## src/rtl/wbct_pkg.sv

```systemverilog
// Shared types and constants for the work/break cycle timer.
// No dependencies; imported by every module of the block.
package wbct_pkg;

  typedef enum logic [2:0] {
    CMD_TICK  = 3'd0,
    CMD_START = 3'd1,
    CMD_PAUSE = 3'd2,
    CMD_STOP  = 3'd3,
    CMD_SKIP  = 3'd4
  } cmd_e;

  localparam logic [1:0] RUN_STOPPED = 2'd0;
  localparam logic [1:0] RUN_RUNNING = 2'd1;
  localparam logic [1:0] RUN_PAUSED  = 2'd2;

  localparam logic PHASE_WORK  = 1'b0;
  localparam logic PHASE_BREAK = 1'b1;

  localparam logic [31:0] GAP_LIMIT = 32'd60;
  localparam logic [7:0]  LOOP_MAX  = 8'hFF;
  localparam logic [1:0]  TONE_BAD  = 2'd3;

  localparam int unsigned ADDR_W = 5;

  typedef enum logic [2:0] {
    REG_WORK_SPAN  = 3'd0,
    REG_BREAK_SPAN = 3'd1,
    REG_LOOP_ON    = 3'd2,
    REG_LOOP_LIMIT = 3'd3,
    REG_SOUND_EN   = 3'd4,
    REG_TONE_SEL   = 3'd5
  } reg_idx_e;

  typedef struct packed {
    logic [15:0] work_span;
    logic [15:0] break_span;
    logic        loop_on;
    logic [6:0]  loop_limit;
    logic        sound_en;
    logic [1:0]  tone_sel;
  } cfg_t;

  typedef struct packed {
    logic [1:0]  sound_choice;
    logic        sound_event;
    logic [7:0]  loops_done;
    logic [15:0] remaining_seconds;
    logic        phase;
    logic [1:0]  run_state;
  } result_t;

endpackage

```

## src/rtl/work_break_cycle_timer.sv

```systemverilog
// Work/break cycle timer top level: input register, update core, result register.
// Depends on wbct_pkg, wbct_cfg and wbct_core.
//
//   port group   dir  contents
//   s_axis_*     in   command word: tdata[2:0] command, [34:3] now_seconds
//   m_axis_*     out  status word: run_state, phase, remaining, loops, sound
//   APB p*       in   six config registers at byte address 4*index
//
// One word per cycle while the output is not stalled; an accepted word goes into the input
// register, then through the core update into the result register.
// Timer state changes when a word moves from the input to the output register.
// A stalled output holds the result; the input register takes a word while empty
// or while its own word moves on. Reset clears state and sets config to its defaults.
module work_break_cycle_timer import wbct_pkg::*; (
  input  logic              clk_i,
  input  logic              rst_ni,
  input  logic              s_axis_tvalid,
  output logic              s_axis_tready,
  input  logic [39:0]       s_axis_tdata,  // [2:0] command, [34:3] now_seconds, rest 0
  output logic              m_axis_tvalid,
  input  logic              m_axis_tready,
  output logic [31:0]       m_axis_tdata,  // [1:0] run_state, [2] phase,
                                           // [18:3] remaining_seconds, [26:19] loops_done,
                                           // [27] sound_event, [29:28] sound_choice, rest 0
  input  logic              psel,
  input  logic              penable,
  input  logic              pwrite,
  input  logic [ADDR_W-1:0] paddr,
  input  logic [31:0]       pwdata,
  output logic [31:0]       prdata,
  output logic              pready
);

  logic        in_valid_q;
  logic [2:0]  cmd_q;
  logic [31:0] now_q;
  logic        out_valid_q;
  result_t     res_q;
  result_t     res;
  cfg_t        cfg;
  logic        advance;
  logic        in_take;

  assign pready        = 1'b1;
  assign advance       = in_valid_q && (!out_valid_q || m_axis_tready);
  assign s_axis_tready = !in_valid_q || advance;
  assign in_take       = s_axis_tvalid && s_axis_tready;

  wbct_cfg u_cfg (
    .clk_i   (clk_i),
    .rst_ni  (rst_ni),
    .psel    (psel),
    .penable (penable),
    .pwrite  (pwrite),
    .paddr   (paddr),
    .pwdata  (pwdata),
    .prdata  (prdata),
    .cfg_o   (cfg)
  );

  wbct_core u_core (
    .clk_i  (clk_i),
    .rst_ni (rst_ni),
    .step_i (advance),
    .cmd_i  (cmd_q),
    .now_i  (now_q),
    .cfg_i  (cfg),
    .res_o  (res)
  );

  always_ff @(posedge clk_i or negedge rst_ni) begin
    if (!rst_ni) begin
      in_valid_q  <= 1'b0;
      out_valid_q <= 1'b0;
    end else begin
      if (in_take) begin
        in_valid_q <= 1'b1;
      end else if (advance) begin
        in_valid_q <= 1'b0;
      end
      if (advance) begin
        out_valid_q <= 1'b1;
      end else if (m_axis_tready) begin
        out_valid_q <= 1'b0;
      end
    end
  end

  always_ff @(posedge clk_i) begin
    if (in_take) begin
      cmd_q <= s_axis_tdata[2:0];
      now_q <= s_axis_tdata[34:3];
    end
    if (advance) begin
      res_q <= res;
    end
  end

  assign m_axis_tvalid = out_valid_q;
  assign m_axis_tdata  = {2'd0, res_q};

endmodule

```

## src/rtl/wbct_cfg.sv

```systemverilog
// Configuration register file behind an APB-style port.
// Depends on wbct_pkg for the register map and the cfg_t bundle.
module wbct_cfg import wbct_pkg::*; (
  input  logic              clk_i,
  input  logic              rst_ni,
  input  logic              psel,
  input  logic              penable,
  input  logic              pwrite,
  input  logic [ADDR_W-1:0] paddr,
  input  logic [31:0]       pwdata,
  output logic [31:0]       prdata,
  output cfg_t              cfg_o
);

  cfg_t     cfg_q;
  logic     wr_en;
  reg_idx_e idx;

  assign wr_en = psel & penable & pwrite;
  assign idx   = reg_idx_e'(paddr[ADDR_W-1:2]);

  always_ff @(posedge clk_i or negedge rst_ni) begin
    if (!rst_ni) begin
      cfg_q.work_span  <= 16'd1500;
      cfg_q.break_span <= 16'd300;
      cfg_q.loop_on    <= 1'b0;
      cfg_q.loop_limit <= 7'd4;
      cfg_q.sound_en   <= 1'b1;
      cfg_q.tone_sel   <= 2'd0;
    end else if (wr_en) begin
      unique case (idx)
        REG_WORK_SPAN:  cfg_q.work_span  <= pwdata[15:0];
        REG_BREAK_SPAN: cfg_q.break_span <= pwdata[15:0];
        REG_LOOP_ON:    cfg_q.loop_on    <= pwdata[0];
        REG_LOOP_LIMIT: cfg_q.loop_limit <= pwdata[6:0];
        REG_SOUND_EN:   cfg_q.sound_en   <= pwdata[0];
        REG_TONE_SEL:   cfg_q.tone_sel   <= pwdata[1:0];
        default: ;
      endcase
    end
  end

  always_comb begin
    unique case (idx)
      REG_WORK_SPAN:  prdata = {16'd0, cfg_q.work_span};
      REG_BREAK_SPAN: prdata = {16'd0, cfg_q.break_span};
      REG_LOOP_ON:    prdata = {31'd0, cfg_q.loop_on};
      REG_LOOP_LIMIT: prdata = {25'd0, cfg_q.loop_limit};
      REG_SOUND_EN:   prdata = {31'd0, cfg_q.sound_en};
      REG_TONE_SEL:   prdata = {30'd0, cfg_q.tone_sel};
      default:        prdata = 32'd0;
    endcase
  end

  assign cfg_o = cfg_q;

endmodule

```

## src/rtl/wbct_core.sv

```systemverilog
// Timer state registers and the combinational command update.
// Depends on wbct_pkg for commands, run codes and the result bundle.
module wbct_core import wbct_pkg::*; (
  input  logic        clk_i,
  input  logic        rst_ni,
  input  logic        step_i,
  input  logic [2:0]  cmd_i,
  input  logic [31:0] now_i,
  input  cfg_t        cfg_i,
  output result_t     res_o
);

  logic [1:0]  run_q, run_d;
  logic        ph_q, ph_d;
  logic [16:0] el_q, el_d;
  logic [31:0] last_q, last_d;
  logic [7:0]  loop_q, loop_d;

  logic        halt;
  logic        sound;
  logic [7:0]  loop_inc;
  logic        loop_stop;
  logic [31:0] gap;
  logic [16:0] el_sum;
  logic [15:0] span_now;
  logic [15:0] span_new;
  cmd_e        cmd;

  assign cmd = cmd_e'(cmd_i);

  always_comb begin
    run_d     = run_q;
    ph_d      = ph_q;
    el_d      = el_q;
    last_d    = last_q;
    loop_d    = loop_q;
    halt      = 1'b0;
    sound     = 1'b0;
    loop_inc  = (loop_q == LOOP_MAX) ? loop_q : loop_q + 8'd1;
    loop_stop = !cfg_i.loop_on ||
                ((cfg_i.loop_limit != 7'd0) && (loop_inc >= {1'b0, cfg_i.loop_limit}));
    gap       = now_i - last_q;
    el_sum    = el_q + gap[16:0];
    span_now  = ph_q ? cfg_i.break_span : cfg_i.work_span;

    unique case (cmd)
      CMD_TICK: begin
        if (run_q == RUN_RUNNING) begin
          if (gap > GAP_LIMIT) begin
            halt = 1'b1;
          end else begin
            el_d   = el_sum;
            last_d = now_i;
            if (el_sum >= {1'b0, span_now}) begin
              el_d  = '0;
              ph_d  = ~ph_q;
              sound = cfg_i.sound_en;
              if (ph_q == PHASE_BREAK) begin
                loop_d = loop_inc;
                if (loop_stop) begin
                  halt   = 1'b1;
                  last_d = last_q;
                end
              end
            end
          end
        end
      end
      CMD_START: begin
        run_d  = RUN_RUNNING;
        last_d = now_i;
      end
      CMD_PAUSE: begin
        if (run_q != RUN_STOPPED) run_d = RUN_PAUSED;
      end
      CMD_STOP: halt = 1'b1;
      CMD_SKIP: begin
        if (run_q != RUN_STOPPED) begin
          last_d = now_i;
          el_d   = '0;
          ph_d   = ~ph_q;
          if (ph_q == PHASE_BREAK) begin
            loop_d = loop_inc;
            halt   = loop_stop;
          end
          if (!halt && run_q == RUN_PAUSED) run_d = RUN_RUNNING;
        end
      end
      default: ;
    endcase

    if (halt) begin
      run_d  = RUN_STOPPED;
      ph_d   = PHASE_WORK;
      el_d   = '0;
      loop_d = '0;
    end

    span_new                  = ph_d ? cfg_i.break_span : cfg_i.work_span;
    res_o.run_state           = run_d;
    res_o.phase               = ph_d;
    res_o.loops_done          = loop_d;
    res_o.sound_event         = sound;
    res_o.sound_choice        = (sound && cfg_i.tone_sel != TONE_BAD) ? cfg_i.tone_sel : 2'd0;
    res_o.remaining_seconds   = 16'd0;
    if (run_d == RUN_RUNNING && {1'b0, span_new} > el_d) begin
      res_o.remaining_seconds = span_new - el_d[15:0];
    end
  end

  always_ff @(posedge clk_i or negedge rst_ni) begin
    if (!rst_ni) begin
      run_q  <= RUN_STOPPED;
      ph_q   <= PHASE_WORK;
      el_q   <= '0;
      last_q <= '0;
      loop_q <= '0;
    end else if (step_i) begin
      run_q  <= run_d;
      ph_q   <= ph_d;
      el_q   <= el_d;
      last_q <= last_d;
      loop_q <= loop_d;
    end
  end

  a_stopped_clear: assert property (@(posedge clk_i) disable iff (!rst_ni)
    (run_q == RUN_STOPPED) |-> (ph_q == PHASE_WORK && el_q == 17'd0 && loop_q == 8'd0))
    else $error("stopped timer holds stale phase state");

  a_sound_phase_end: assert property (@(posedge clk_i) disable iff (!rst_ni)
    (step_i && res_o.sound_event) |=> (el_q == 17'd0 && ph_q != $past(ph_q)))
    else $error("sound event without a phase change");

  a_remaining_running: assert property (@(posedge clk_i) disable iff (!rst_ni)
    (res_o.remaining_seconds != 16'd0) |-> (run_d == RUN_RUNNING))
    else $error("remaining time shown while not running");

  a_idle_hold: assert property (@(posedge clk_i) disable iff (!rst_ni)
    !step_i |=> $stable(last_q) && $stable(loop_q))
    else $error("timer state moved without a word");

endmodule

```

## config.mk

```make
export PLATFORM = sky130hd
export DESIGN_NAME = work_break_cycle_timer
export DESIGN_NICKNAME = d
export VERILOG_FILES = /design/src/rtl/wbct_pkg.sv /design/src/rtl/work_break_cycle_timer.sv /design/src/rtl/wbct_cfg.sv /design/src/rtl/wbct_core.sv
export SDC_FILE = /design/constraint.sdc
export NUM_CORES = 1
export LEC_CHECK = 0
export BUFFER_PORTS_ARGS = -buffer_cell sky130_fd_sc_hd__buf_2
export CAP_MARGIN = 15
export CELL_PAD_IN_SITES_DETAIL_PLACEMENT = 1
export CELL_PAD_IN_SITES_GLOBAL_PLACEMENT = 1
export CORE_MARGIN = 1.5
export CORE_UTILIZATION = 50
export DETAILED_ROUTE_END_ITERATION = 10
export PLACE_DENSITY = 0.95
export SLEW_MARGIN = 20
export SYNTH_ARGS = -nofsm -noshare
export SYNTH_HDL_FRONTEND = slang
export SYNTH_SLANG_ARGS = --single-unit
```

## constraint.sdc

```tcl
create_clock -name clk_i -period 17.8 [get_ports clk_i]
set_clock_uncertainty 0.05 [all_clocks]
set_input_delay 3.56 -clock clk_i [delete_from_list [all_inputs] [get_ports clk_i]]
set_output_delay 3.56 -clock clk_i [all_outputs]
set_load 0.02 [all_outputs]
```

==> flow_summary.ini <==
[outcome]
outcome = complete, no violations

[critical_path]
worst_ep_arrival_time_ns = 11.00
crit_type = flip-flop to flip-flop
worst_ep_required_time_ns = 17.99
slowest_stage = or4b_2
start_kind = flip-flop
max_stage_delay_ns = 0.70
r2r_cells = 39
cp_max_fo = 18
end_kind = flip-flop
cp_common_cell = a21oi_1

[timing]
layout_min_cycle_time_ns = 10.81
rsz0062_at_grt = no
hold_viol = 0
fmax_mhz = 92.50
finalSetupViolCount = 0
setup-tns-final_ns = 0
slew_violations = 0
relSlewSlack_pct = 43.12
fin_crit_sh_pct = 60.73
hold_ws_ns = 0.4656
tightest_slew_ns = 0.8532

[cells_and_area]
nNetsFinal = 1476
final_common_cell = buf_2
final_area_um2 = 13290
syn2layout_area_growth_pct = 10.47
final_util_pct = 56.47
diodes = 0
mostFrequentLayoutCells = buf_2, nand2_1, nor2_1
drive_gt1_share_pct = 21.42

[global_route]
grt-ovfl-total = 0
grt_use_met1_pct = 32.27
grt_pass1_wl_um = 55340
use_met3_pct = 5.913
grt.met2_usage_pct = 50.95
grt_use_total_pct = 28.64
top_usage_layer = met2
grt_max_degree = 58
grt_pass1_vias = 10626
antenna_found_initial = 0

[floorplan]
fp.dieH_um = 158.1
die_x_um = 158.1
io_pins = 151
rows = 56
start_util_pct = 51.12
dieArea_um2 = 25010
core_um2 = 23540

[yosys]
yosys_warnings = 0
synth_top_family_by_area = compound AO/OA/AOI/OAI gates
synth-compound-area-share_pct = 15.09
async_flop_share_pct = 61.76
ys_types = 84
post_synth.cell_area_avg_um2 = 9.905
ys.flop_type = dfrtp_1
synthMuxAreaShare_pct = 12.61
ys_seq_elements = 170
yosysTopAreaCell = dfrtp_1
synth-edff-count = 65
synth_xor_area_share_pct = 3.899
syn-cell-area_um2 = 12030
synth_seq_area_share_pct = 38.19
yosys.area_share.simple_pct = 14.61
synthCells = 1215
yosys.area_share.adder_pct = 9.857
synth_area_leaders = dfrtp_1, edfxtp_1, ha_1
synth_top_area_share_pct = 19.13

[power]
powerDensity_nw_per_um2 = 145.6
total_power_mw = 1.936
ir_drop_mv = 0.06233
leakage_nw = 5.792

[route]
drt_iter0_drc = 590
antenna_left = 0
vias = 9913
drt-vias-per-instance = 6.078
wl_per_cell_um = 21.17
drc = 0
dr.pass1.iters = 5
wirelength_um = 34530

[clock_tree]
postCtsResizedCells = 0
clock_latency_ns = 0.45
htree_levels = 4
cts_setup_buffers = 0
cts_num_sinks = 170
tritoncts = built
clock-root-buffer = clkbuf_16
cts_max_path_buffers = 2
hold_buffers = 0
clk_pin_slew_ns = 0.07
cts_buffers = 17

[min_path]
hp-class = flip-flop to flip-flop
hold_depth = 1

[flow_run]
cap_viol_max_count = 0

[placed_design]
place.detailed.hpwl_um = 25480
placed_area_um2 = 12710
portBuffers = 108
place.gp.congestion = 0.8776
## power by group
group          switching (mW)  leakage (nW)  internal (mW)
combinational           0.623          3.57          0.404
clock                   0.186         0.283          0.187
sequential             0.0536          1.94          0.482
## synth_stat cells, drive strengths merged (4+ instances only)
| cell type | number |
|---|---|
| o22ai | 6 |
| a21oi | 75 |
| a211oi | 9 |
| clkbuf | 30 |
| nand3b | 6 |
| nand2b | 14 |
| a31oi | 8 |
| a2111oi | 6 |
| nor2 | 94 |
| buf | 39 |
| dfstp | 13 |
| inv | 74 |
| xor2 | 19 |
| xnor2 | 32 |
| o31ai | 7 |
| a21o | 16 |
| o21ai | 65 |
| nand3 | 14 |
| o2bb2ai | 15 |
| nor2b | 11 |
| a211o | 8 |
| a22o | 7 |
| nor3b | 11 |
| nand4 | 16 |
| or3 | 5 |
| or2 | 12 |
| dfrtp | 92 |
| o21bai | 7 |
| mux2i | 38 |
| nor4 | 8 |
| nor3 | 27 |
| o21a | 17 |
| or4 | 4 |
| and2 | 10 |
| edfxtp | 65 |
| nand2 | 105 |
| or4b | 4 |
| and3 | 8 |
| ha | 90 |
| o211ai | 9 |
| mux2 | 89 |
## layer usage
layer / vias to the layer above / part of all wire [%]
met5: - / 0
met4: 0 / 4.5
met3: 116 / 4.6
met2: 328 / 51
met1: 4936 / 40
li1: 4533 / -
## registers in the layout (all words and copies together), names as in the netlist
name and flops:
u_core.el_q 17, u_cfg.cfg_o 43, u_core.loop_q 8, u_core.run_q 2
now_q 32, u_core.last_q 32, m_axis_tdata 30, u_core.ph_q 1
cmd_q 3, in_valid_q 1, m_axis_tvalid 1
## worst max-delay path: cells and delay by family, from the launching register on
family | cells | cell delay [ns]
compound gates | 16 | 4.15
simple gates | 14 | 3.14
fa+ha+maj | 4 | 1.37
xor+xnor | 2 | 0.81
flops | 1 | 0.40
buf+inv | 2 | 0.34
mux | 1 | 0.31
## final cells by class
| class | count | area (µm²) |
|---|---|---|
| fill | 2668 | 10250 |
| multi-input combinational | 919 | 6828 |
| sequential | 170 | 4596 |
| timing repair buffer | 117 | 610.6 |
| clock buffer | 18 | 429.2 |
| tap | 319 | 399.1 |
| inverter | 74 | 277.8 |
| clock inverter | 14 | 153.9 |
## worst paths after layout
check / startpoint / endpoint / slack (ns)
worst min-delay path: u_core.last_q[13]$_DFFE_PN0P_ / u_core.last_q[13]$_DFFE_PN0P_ / 0.47
worst max register to register: now_q[2]$_DFFE_PP_ / m_axis_tdata[6]$_SDFFCE_PN0P_ / 6.99
max in group asynchronous: rst_ni / u_core.last_q[4]$_DFFE_PN0P_ / 13.30
worst max-delay path: now_q[2]$_DFFE_PP_ / m_axis_tdata[6]$_SDFFCE_PN0P_ / 6.99
worst min register to register: u_core.last_q[13]$_DFFE_PN0P_ / u_core.last_q[13]$_DFFE_PN0P_ / 0.47
min in group asynchronous: rst_ni / u_cfg.cfg_o[9]$_DFFE_PN0P_ / 3.09
## stage by stage
stage / worst slack (ns) / instances
after global placement: 7.952 / 1599
final: 6.989 / 1631
after detailed placement: 7.505 / 1599
after floorplan: 9.015 / 1232
after global routing: 6.427 / 1631
after CTS: 7.212 / 1631
## logic make-up after synthesis
| group | after synthesis |
|---|---|
| simple gates | 354 |
| compound gates | 273 |
| flops | 170 |
| buf+inv | 143 |
| mux | 128 |
| fa+ha+maj | 93 |
| xor+xnor | 52 |
| other cells | 2 |
No activity file was read; power rests on OpenSTA's default activity.
